===== config.mk =====
export PLATFORM = sky130hd
export DESIGN_NAME = ugrs_ram
export DESIGN_NICKNAME = d
export VERILOG_FILES = /design/src/rtl/ugrs_ram.sv
export SDC_FILE = /design/constraint.sdc
export NUM_CORES = 1
export LEC_CHECK = 0
export BUFFER_PORTS_ARGS = -buffer_cell sky130_fd_sc_hd__clkbuf_2
export CELL_PAD_IN_SITES_DETAIL_PLACEMENT = 1
export CELL_PAD_IN_SITES_GLOBAL_PLACEMENT = 1
export CORE_MARGIN = 4
export CORE_UTILIZATION = 57
export DETAILED_ROUTE_END_ITERATION = 12
export PLACE_DENSITY = 0.81
export SYNTH_ARGS = -nofsm -noshare
export SYNTH_HDL_FRONTEND = slang
export SYNTH_SLANG_ARGS = --single-unit
export TNS_END_PERCENT = 30

===== constraint.sdc =====
create_clock -name clk -period 4.6 [get_ports clk]
set_clock_uncertainty 0.2 [all_clocks]
set_input_delay 0.69 -clock clk [delete_from_list [all_inputs] [get_ports clk]]
set_output_delay 0.69 -clock clk [all_outputs]
set_load 0.005 [all_outputs]

===== src/rtl/ugrs_ram.sv =====
// Generic single-write, single-read RAM with registered read data.
module ugrs_ram #(
    parameter int WIDTH = 8,
    parameter int DEPTH = 16
) (
    input  logic                     clk,
    input  logic                     we,
    input  logic [$clog2(DEPTH)-1:0] waddr,
    input  logic [WIDTH-1:0]         wdata,
    input  logic [$clog2(DEPTH)-1:0] raddr,
    output logic [WIDTH-1:0]         rdata
);

    logic [WIDTH-1:0] mem [DEPTH];

    // Write port and registered read port.
    always_ff @(posedge clk)
    begin
        if (we)
        begin
            mem[waddr] <= wdata;
        end
        rdata <= mem[raddr];
    end

endmodule


==> results of run 1 <==
==> synth_stat cells <==
master / number / area share (%)
a22oi_1: 16 / 2.3
and2_1: 1 / 0.12
and2b_1: 1 / 0.15
buf_2: 3 / 0.29
buf_4: 1 / 0.15
buf_6: 3 / 0.66
clkdlybuf4s25_2: 3 / 0.58
dfxtp_1: 8 / 3.1
edfxtp_1: 128 / 75
mux4_1: 14 / 7.1
mux4_2: 18 / 7.9
nand2_1: 9 / 0.66
nand2b_1: 2 / 0.24
nand3_1: 1 / 0.097
nand3b_1: 2 / 0.29
nor2_1: 13 / 0.95
nor2b_1: 1 / 0.12
nor3_1: 4 / 0.39
or3b_2: 1 / 0.17
==> power by group through the flow <==
stage               combinational [W]  clock [W]  sequential [W]
detailed placement           0.000126          0         0.00142
floorplan                   0.0000703          0         0.00142
global route                 0.000138    0.00151         0.00140
finish                       0.000128    0.00142         0.00140
CTS                          0.000129    0.00144         0.00140
global placement             0.000119          0         0.00142
==> state kept, by name, indices dropped and copies added (netlist names) <==
signal	cells
rdata	8
mem	128
==> worst max-delay path: stages <==
cell,delay [ns]
clkbuf_2,0.85
buf_4,0.26
mux4_2,0.51
a22oi_1,0.19
nand2_1,0.09
==> kinds of logic after synthesis <==
logic type,count (synthesis)
buf+inv,10
compound gates,16
flops,136
mux,32
simple gates,35
==> metrics by stage <==
step / power (W) / utilization, % / setup slack [ns]
after floorplan: 0.00149 / - / 2.22
after global placement: 0.00154 / 61.1 / 1.69
after detailed placement: 0.00155 / 61.1 / 1.62
after CTS: 0.00297 / 68.3 / 2.17
after global routing: 0.00304 / 68.3 / 2.05
final: 0.00294 / 68.3 / 2.16
==> worst min path at each step <==
stage	to	slack [ns]	cells after the start
2_1_floorplan	rdata[0]$_DFF_P_	0.43	3
3_3_place_gp	rdata[6]$_DFF_P_	0.45	3
3_5_place_dp	rdata[6]$_DFF_P_	0.46	3
4_1_cts	mem[9][1]$_DFFE_PP_	0.39	1
5_1_grt	mem[9][1]$_DFFE_PP_	0.41	1
6_report	mem[11][5]$_DFFE_PP_	0.42	1
==> layout make-up <==
class                   instances  area, um^2
flip-flops and latches        136        4000
repair buffers                 28         148
clock inverters                10         168
clock buffers                  22         463
fillers                       696        2770
multi-input cells              83        1070
well taps                     108         135
==> layer usage <==
metal | vias to the layer above | routed length, um
met2 | 117 | 6000
met3 | 9 | 775
met4 | 0 | 94
met1 | 1300 | 4710
met5 | - | 0
li1 | 1048 | -
==> impl_summary.md, run 1 <==
Synthesis
During synthesis, Yosys emitted a total of 0 warnings. After synthesis the cells add up to approximately 5100 um^2. The net count after synthesis is 247. The complex-gate fraction of the synthesized area is under 10%. The average cell area after synthesis is 22.5 um^2.

The adder and majority gate portion of the synthesized area is 0%. The sequential-to-total area share from yosys stat is 77.8%. The post-synthesis sequential element count is between 100 and 150. The fraction of synthesized area in multiplexers is 15.0%. In this run, distinct cell masters in the synthesized netlist total 19. After synthesis, the largest family of logic cells by area is multiplexers. Of the total synthesized cell area, the portion taken by AND, OR, NAND and NOR gates is 3.18%. Synthesis handed over a netlist of about 230 instances.

Summing the areas of all xor and xnor instances in the mapped netlist gives 0% of the synthesized area.

Drt
The detailed-routing iteration count for the pre-antenna-repair pass is 4. For this block, the via count after detailed routing is between 2000 and 2500. The post-route antenna net violation count is 0. The final wirelength is ~12 mm. Using the TritonRoute via totals, the vias-per-cell ratio works out to approximately 6.4.

In the final routed layout, each cell accounts on average for 29.9 um. The iteration-0 DRC count of the detailed router is roughly 240. After detailed routing, the number of remaining DRC violations is 0.

Floorplan
The count of standard-cell rows is 34. The die is 103 um tall. The core region is 8760 um^2. Once the floorplan was initialized, standard cells occupied 58.7% of the core.

The area enclosed by the die boundary is approximately 11000 um^2. In this run the count of I/O pins placed on the die edge is 26. The die is 103 um wide.

Critical path
The length in cells of the worst reg-to-reg path is 3. The most critical setup path has its endpoint at rdata[3]$_DFF_P_. STA classifies the critical path endpoint as a flop. The worst setup path is launched from an input port. The critical-path maximum fanout is 32. STA puts the critical path data arrival time at 2.62 ns. The reg-to-reg endpoint is rdata[1]$_DFF_P_. The startpoint of the lowest-slack register-to-register path is mem[1][1]$_DFFE_PP_.

The critical path starts at raddr[0]. For the worst setup path, the data required time is 4.78 ns. The critical path is of the in2reg type.

The setup check on the worst reg-to-reg path leaves a slack of roughly 3 ns.

CTS
After clock tree synthesis, the setup repair step added 0 buffers. The tree is rooted in a clkbuf_8. The number of buffers on the longest clock path is 2. The clock tree from TritonCTS is yes. TritonCTS created 17 clock buffers. The clock insertion delay at the later pin of the skew report is 0.51 ns. The total of hold buffers inserted after clock tree synthesis is 0. The register clock-pin slew on the reported worst setup and hold paths is 0.06 ns. The total number of clock tree sinks is roughly 140. Post-CTS repair changed the size of 0 cells. The H-tree depth is 4.

STA
The final number of max-transition violations is 0. The tightest hold path in the finished design has a slack of 0.417 ns. Timing would allow up to 0.410 GHz. Setup violations remaining at the end of the flow were counted as 0. The transition time at the pin with the least slew margin is 1.19 ns.

The final critical path time including I/O delays and setup is 2.44 ns. Setup repair after global routing left no endpoint under its margin. In the finished design, the share of the clock period the worst path needs comes to around 53%.

The count of final hold-check violations is 0. The remaining max-slew budget at the tightest pin is 20.9%. Setup total negative slack on the finished layout was measured at 0 ns.

Layout
For this run, the post-layout net count is 284. The ratio of cells with drive above 1 in the final layout is about 29%. The leading cell type in the layout, fill and taps excluded is edfxtp_1. The number of standard cells in the layout, taps in and fillers out is 387. The top cell types in the final layout, fill and taps aside, are edfxtp_1, clkbuf_2, mux4_2, a22oi_1, clkbuf_16. The area growth from synthesis to layout is 16.4%. The count of antenna diodes in the layout is 0. Summing all non-filler instances in the final layout gives an area of 5990 um^2.

Global route
Global routing used 38.7% of the available met2 tracks. The number of antenna violations at the first check in global routing is 0. Global routing finished with a remaining overflow of 0. The fraction of met3 tracks used by global routing is 6.97%. In the global route stage, met1 resource usage came out at between 30% and 40%. Entering global routing, the biggest net connects 33 pins.

In the global route stage, overall resource usage came out at between 20 and 25%. The number of global-route vias before repair is 2748. The wire length of the first global-routing pass is between 15 and 20 mm. The busiest layer in global routing is met2.

Placement
During placement, the flow inserted port buffers numbering 25. The routability congestion estimate is ~0.72. Summing all placed instances gives a cell area of 5350 um^2. The number of placed instances with taps included is ~360. The final HPWL from detailed placement is 6.67 mm.

Power
The relative contribution of the clock network to total power is 48.2%. The leakage dissipation is approximately 2.0 nW. The maximum vdd ir drop is between 0.2 and 0.3 mV.

The internal power of the cells totals 0.00236 W. The ratio of total power to cell area is slightly below 500 nW/um^2. The fraction of power spent switching nets is approximately a fifth. The share of total power in combinational logic is under 10%. The analysis attributes to net switching a power of 0.000579 W.

In this run, flip-flops and latches consume 47.4% of the power.

Run status
The run finished with clean final reports.

Worst hold path
The start point of the worst min-delay path is wdata[5]. The worst hold path belongs to the class in2reg.

Flow run
Max-cap violations in this run came to 0.
No activity file was read; power rests on OpenSTA's default activity.
==> run 2, diff against run 1 <==
Settings changed: ABC_AREA set to 1, CORE_UTILIZATION 57 to 44, PLACE_DENSITY 0.81 to 0.73.
Clock period 4.6 ns to 2.2 ns, I/O delays scaled along.
==> run 2 against run 1 <==
Effect of this change:
- via count up 59%
- clock-buffer cell count shrank 4
- clock power up 100%
- critical path type unchanged
- largest cell class unchanged
- largest power group is now sequential cells
- highest routed layer unchanged
==> impl_summary.md, run 2 <==
Run status
The run finished with clean final reports.

STA
Derived from the worst setup path, the maximum achievable clock frequency is around 0.68 GHz. The final critical path time including I/O delays and setup is 1.47 ns. The remaining max-slew budget at the tightest pin is 53.3% (+32 points).

The total setup violations reported at the end of the flow is 0 (unchanged). The transition time at the pin with the least slew margin is 0.699 ns (-0.487 ns). The final number of max-transition violations was 0 (unchanged). The final-layout setup total negative slack was 0 ns (unchanged). The count of final hold-check violations is 0 (unchanged). Setup repair after global routing left no endpoint under its margin. After layout, the worst path uses 66.9% of the clock period.

Floorplan
The die boundary height came to 122 um (+19%). The area enclosed by the die boundary was 15000 um^2 (+41%). The boundary pin count came to 26 (unchanged).

The core area was 12700 um^2 (+45%). The initial standard-cell utilization of the core is 45.3% (-13 points). The count of standard-cell rows is 41 (+21%).

The die width is 122 um (+19%).

Synthesis
The share of flip-flops with an asynchronous set or reset is 0% (unchanged). The average cell area after synthesis was 10.5 um^2 (-53%). The net count after synthesis is 569 (+130%). The number of synthesized flops with an enable pin came to 128 (unchanged).

Yosys attributes the largest share of cell area to edfxtp_1, nand2_1, nand3_1, inv_1, dfxtp_1. The biggest area contributor in the post-synthesis netlist is edfxtp_1. The post-synthesis sequential element count came to 136 (unchanged).

The area fraction of the dominant cell type after synthesis is 66.7% (-8.0 points). The number of unique standard cell types used by synthesis is 12 (-7). The count of warnings emitted by yosys is 0 (unchanged). In the post-synthesis netlist, the cell with the most instances is nand2_1. The mapped cell area is 5770 um^2 (+12%). The primary flip-flop cell chosen by synthesis mapping is edfxtp_1. The sequential-to-total area share from yosys stat was 69.4% (-8.4 points). Sorting the synthesized cells by how often they occur yields nand2_1, edfxtp_1, inv_1, nand3_1, nor2_1. The post-synthesis cell count is 551 (+140%).

Drt
The detailed-routing iteration count for the pre-antenna-repair pass is 4 (unchanged). The via count came to 3923 (+59%). The number of remaining DRC errors is 0 (unchanged). Signal routing reaches up to met4. The routed metal-1 wirelength was 6.33 mm (+34%). The detailed-route wire length per cell was 19.3 um (-35%).

The final wirelength is 15.0 mm (+29%). The number of vias per cell after detailed routing is 5.06 (-21%). The total met3 wirelength after detailed routing is 922 um (+19%). The post-route antenna net violation count is 0 (unchanged). The met2 layer wire length in the routed design is 7.40 mm (+23%).

The iteration-0 DRC count of the detailed router is 266 (+13%).

CTS
The number of buffers on the longest clock path came to 2 (unchanged). The total number of clock tree sinks is 136 (unchanged). The number of buffers inserted to repair setup after CTS is 0 (unchanged). The clock insertion delay at the later pin of the skew report was 0.42 ns (-0.09 ns). The post-cts resize count is 0 (unchanged). The H-tree depth is 4 (unchanged). The cell sitting at the root of the clock tree is a clkbuf_16. The register clock-pin slew on the reported worst setup and hold paths is 0.06 ns (about the same). The CTS buffer count came to 17 (unchanged). TritonCTS built the clock tree. The total of hold buffers inserted after clock tree synthesis is 0 (unchanged).

Flow run
The total of max-cap violations is 0 (unchanged).

Placement
The number of placed instances with taps included came to 744 (+110%). The final HPWL from detailed placement is 9.27 mm (+39%). The routability congestion estimate is 0.804 (+12%). The count of buffers inserted at the top-level ports is 25 (unchanged).

Global route
The overall track demand over capacity in global routing is 21.6% (-3.1 points). The number of antenna violations at the first check in global routing is 0 (unchanged). The global route total overflow was 0 (unchanged). The pin count of the biggest net entering global routing was 65 (+97%). The wire length of the first global-routing pass is 23.3 mm (+33%). The number of global-route vias before repair is 4120 (+50%).

Critical path
The kind of critical path is in2reg. The critical-path maximum fanout is 53 (+66%). The arrival time of the worst setup path came to 1.58 ns (-1.04 ns). The critical path launch point type is an input port.

The kind of end point of the critical path is a flop. The data required time at the worst endpoint is 2.31 ns (-2.47 ns).

Layout
The area growth from synthesis to layout is 16.3% (about the same). The number of standard cells in the layout, taps in and fillers out is 775 (+100%). The count of antenna diodes in the layout is 0 (unchanged). mem holds more flip-flops than any other register. The leading cell type in the layout, fill and taps excluded is nand2_1.

Leaving out fill and tap cells, the most frequent cells in the layout are nand2_1, edfxtp_1, inv_1, nand3_1, clkbuf_2. The ratio of cells with drive above 1 in the final layout is 11.8% (-17 points). The flip-flop count of the largest register after layout is 128 (unchanged). The largest registers in the layout are mem (128), rdata (8).

The number of nets in the finished design is 609 (+110%). The fraction of the core area covered by cells at the end of the flow came to 52.7% (-16 points).

Power
The leakage dissipation is 2.92 nW (+44%). The maximum vdd ir drop was 0.490 mV (+87%). The ratio of total power to cell area is 918 nW/um^2 (+87%).

Worst hold path
The class of the tightest hold or removal check is in2reg.
[run 2: cell count changes after synthesis, moves of 14 or more]
cell	change
nand2_1	+164
inv_1	+100
nand3_1	+96
mux4_2	-18
a22oi_1	-16
mux4_1	-14
[run 2: critical path, cell delays in order]
cell	delay, ns
clkbuf_2	0.12
inv_2	0.20
buf_12	0.28
nand2_1	0.08
nand3_1	0.09
nand3_1	0.15
nand3_1	0.23
nand2_1	0.07
[run 2: cells by family (layout without fill, tap and decap cells)]
kind of cell / count (synthesis) / count (layout) / synth area share, %
and+or+nand+nor: 289 / 289 / 21.0
DFF: 136 / 136 / 69.4
buffers and inverters: 126 / 178 / 9.52
[run 2: cell type report]
class / count / area, um^2
Clock buffer: 18 / 429
Tap cell: 172 / 215
Sequential cell: 136 / 4000
Multi-Input combinational cell: 289 / 1210
Inverter: 102 / 383
Timing Repair Buffer: 45 / 300
Fill cell: 1445 / 6020
Clock inverter: 13 / 160
[run 2: final timing paths]
| path | startpoint | end | slack, ns | cells after the start |
|---|---|---|---|---|
| min | raddr[3] | rdata[7]$_DFF_P_ | 0.13 | 3 |
| max | raddr[0] | rdata[7]$_DFF_P_ | 0.73 | 8 |
| max reg2reg | mem[1][7]$_DFFE_PP_ | rdata[7]$_DFF_P_ | 0.84 | 6 |
| min reg2reg | mem[12][7]$_DFFE_PP_ | rdata[7]$_DFF_P_ | 0.48 | 6 |
[run 2: report_power, final]
group	total [W]	switching (W)	internal (W)
clock	0.00288	0.00102	0.00186
sequential	0.00292	0.0000190	0.00290
combinational	0.000364	0.000261	0.000103
[run 2: per-stage QoR]
step / power, W / area, um^2 / hold slack, ns / worst slack (ns)
after global placement: 0.00332 / 6120 / 0.453 / 0.387
after global routing: 0.00636 / 6710 / 0.134 / 0.702
after CTS: 0.00620 / 6710 / 0.110 / 0.741
final: 0.00616 / 6710 / 0.126 / 0.728
after floorplan: 0.00317 / 5770 / 0.229 / 0.719
after detailed placement: 0.00334 / 6120 / 0.480 / 0.330
[run 2: metal layers]
metal  vias up  global-route usage [%]
met1      1944                    27.6
met2       107                    35.7
met5         -                       0
li1       1850                       -
met4         0                    9.45
met3        22                    4.56
==> run 3, diff against run 2 <==
Clock period 2.2 ns to 1.3 ns, I/O delays scaled along.
==> run 3 against run 2 <==
Effect of this change:
- clock power grew 55%
- die area is the same
- register-to-register slack lost 0.74 ns
- global-route usage shrank 0.46 points
- hold slack lost 0.083 ns
- cell area grew 1.6%
- sequential share of layout area shrank 0.95 points
- total power grew 63%
==> impl_summary.md, run 3 (synthesized netlist as in run 2, its figures left out) <==
Global route
The global route total overflow is 0 (unchanged). The number of global-route vias before repair is 4149 (+0.70%). The overall track demand over capacity in global routing is 21.2% (-0.46 points).

The number of antenna violations at the first check in global routing is 0 (unchanged). The wire length of the first global-routing pass is 23.0 mm (-1.2%). The pin count of the biggest net entering global routing is 42 (-35%).

Power
The leakage dissipation is 2.99 nW (+2.4%). The maximum vdd ir drop came to 1.13 mV (+130%). The ratio of total power to cell area came to 1480 nW/um^2 (+61%).

Layout
The fraction of the core area covered by cells at the end of the flow came to 53.6% (+0.87 points). Leaving out fill and tap cells, the most frequent cells in the layout are nand2_1, edfxtp_1, inv_1, nand3_1, buf_4. The flip-flop count of the largest register after layout came to 128 (unchanged). Relative to the synthesized area, the layout overhead comes to 18.2%.

More flip-flops sit in one register than any other, and that register is mem. The count of antenna diodes in the layout is 0 (unchanged). The number of standard cells in the layout, taps in and fillers out is 789 (+1.8%). The largest registers in the layout are mem (128), rdata (8). The number of nets in the finished design was 622 (+2.1%). The ratio of cells with drive above 1 in the final layout is 14.3% (+2.5 points). Leaving out fill and tap cells, the most frequent cell in the layout is nand2_1.

Floorplan
The count of standard-cell rows came to 41 (unchanged). The boundary pin count was 26 (unchanged). The die width was 122 um (unchanged). The die boundary height is 122 um (unchanged).

The core area is 12700 um^2 (unchanged). The initial standard-cell utilization of the core is 45.3% (unchanged). The area enclosed by the die boundary is 15000 um^2 (unchanged).

STA
Setup repair after global routing left no endpoint under its margin. For the finished layout, the period the worst path requires is approximately 1.3 ns. The ratio of final minimum period to clock period is a little over nine tenths. The final number of max-transition violations is 0 (unchanged). The count of final hold-check violations came to 0 (unchanged).

The highest clock frequency the design can meet is 0.794 GHz. The total setup violations reported at the end of the flow is 0 (unchanged). The remaining max-slew budget at the tightest pin was 74.9% (+22 points).

The transition time at the pin with the least slew margin is 0.376 ns (-0.323 ns).

Critical path
The data required time at the worst endpoint is 0.90 ns (-1.41 ns). The critical path launch point type is a flop. The cell with the largest stage delay on the worst path is dfxtp_2. The critical path in this run is classified as reg2out. The number of buffer and inverter stages on the critical path is 1 (-2). STA classifies the critical path endpoint as an output port. The biggest cell delay along the critical path is 0.34 ns (+0.06 ns). The arrival time of the worst setup path is 0.87 ns (-0.71 ns). The signal on the critical path passes through clkbuf_2. The critical-path maximum fanout is 1 (-98%). The cell family contributing the most delay on the critical path is flip-flops.

Run status
The run finished with clean final reports.

Placement
The number of placed instances with taps included is 757 (+1.7%). The routability congestion estimate was 0.812 (+1.0%). The final HPWL from detailed placement came to 9.46 mm (+2.0%).

The count of buffers inserted at the top-level ports is 25 (unchanged).

CTS
The CTS buffer count is 17 (unchanged). The total number of clock tree sinks was 136 (unchanged). TritonCTS built the clock tree. The register clock-pin slew on the reported worst setup and hold paths was 0.06 ns (about the same). The H-tree depth is 4 (unchanged). The CTS root buffer is clkbuf_16.

The number of buffers inserted to repair setup after CTS is 0 (unchanged). The clock insertion delay at the later pin of the skew report was 0.42 ns (about the same). The number of buffers on the longest clock path came to 2 (unchanged).

Drt
The detailed-route wire length per cell is 18.3 um (-5.1%). The number of vias per cell after detailed routing was 4.93 (-2.7%). The iteration-0 DRC count of the detailed router is 233 (-12%). The detailed-routing iteration count for the pre-antenna-repair pass is 5 (+1). The post-route antenna net violation count is 0 (unchanged).

The final wirelength is 14.5 mm (-3.4%). The via count is 3888 (-0.89%). The number of remaining DRC errors is 0 (unchanged).

Flow run
The total of max-cap violations came to 0 (unchanged).

Worst hold path
The class of the tightest hold or removal check is in2reg.
[run 3: changes by cell type in the layout (fill, tap and decap cells not counted)]
cell,delta
nand3_1,-1
buf_12,+4
clkinv_1,-3
buf_4,+9
nand3_2,+1
bufinv_16,-2
clkbuf_1,+2
dfxtp_1,-1
dfxtp_2,+1
clkinv_2,+4
[run 3: cell type report]
cell class,count,area [um^2]
inverters,102,383
clock buffers,20,437
repair buffers,58,448
clock inverters,12,109
fillers,1420,5910
multi-input cells,289,1220
flip-flops and latches,136,4010
well taps,172,215
[run 3: metrics by stage]
stage	instance area [um^2]	hold slack (ns)	power (W)	setup WS [ns]	TNS, ns
3_3_place_gp	6260	0.374	0.00564	-0.140	-7.43
2_1_floorplan	5770	0.0939	0.00537	-0.0458	-3.40
5_1_grt	6820	0.0462	0.0104	0.00991	0
6_report	6820	0.0426	0.0101	0.0398	0
3_5_place_dp	6260	0.374	0.00568	-0.214	-16.04
4_1_cts	6810	0.0209	0.0101	0.0161	0
[run 3: path summary, 6_finish.rpt]
check | from | to | slack, ns | depth (start not counted)
worst min register to register | mem[15][4]$_DFFE_PP_ | rdata[4]$_DFF_P_ | 0.48 | 6
worst max register to register | mem[4][5]$_DFFE_PP_ | rdata[5]$_DFF_P_ | 0.10 | 6
worst min-delay path | wdata[2] | mem[6][2]$_DFFE_PP_ | 0.04 | 1
worst max-delay path | rdata[3]$_DFF_P_ | rdata[3] | 0.04 | 1
[run 3: power breakdown]
part,total (W),switching [W],internal (W)
registers,0.00493,0.0000296,0.00491
logic,0.000648,0.000434,0.000214
clock network,0.00447,0.00170,0.00277
total,0.0101,0.00216,0.00789
[run 3: repair_timing]
action | in CTS | in global routing
endpoints found under the setup margin | 1 | 1
hold buffers | 0 | 0
pin swaps | 0 | 0
cloned | 0 | 0
resized for setup | 1 | 1
[run 3: per-layer routing]
metal  routed length (um)  global-route usage (%)  share of wire (%)
met5                    0                       0                  0
met1                 6280                    27.7                 43
met2                 7410                    34.8                 51
met3                  527                    4.38                3.6
met4                  249                    8.12                1.7
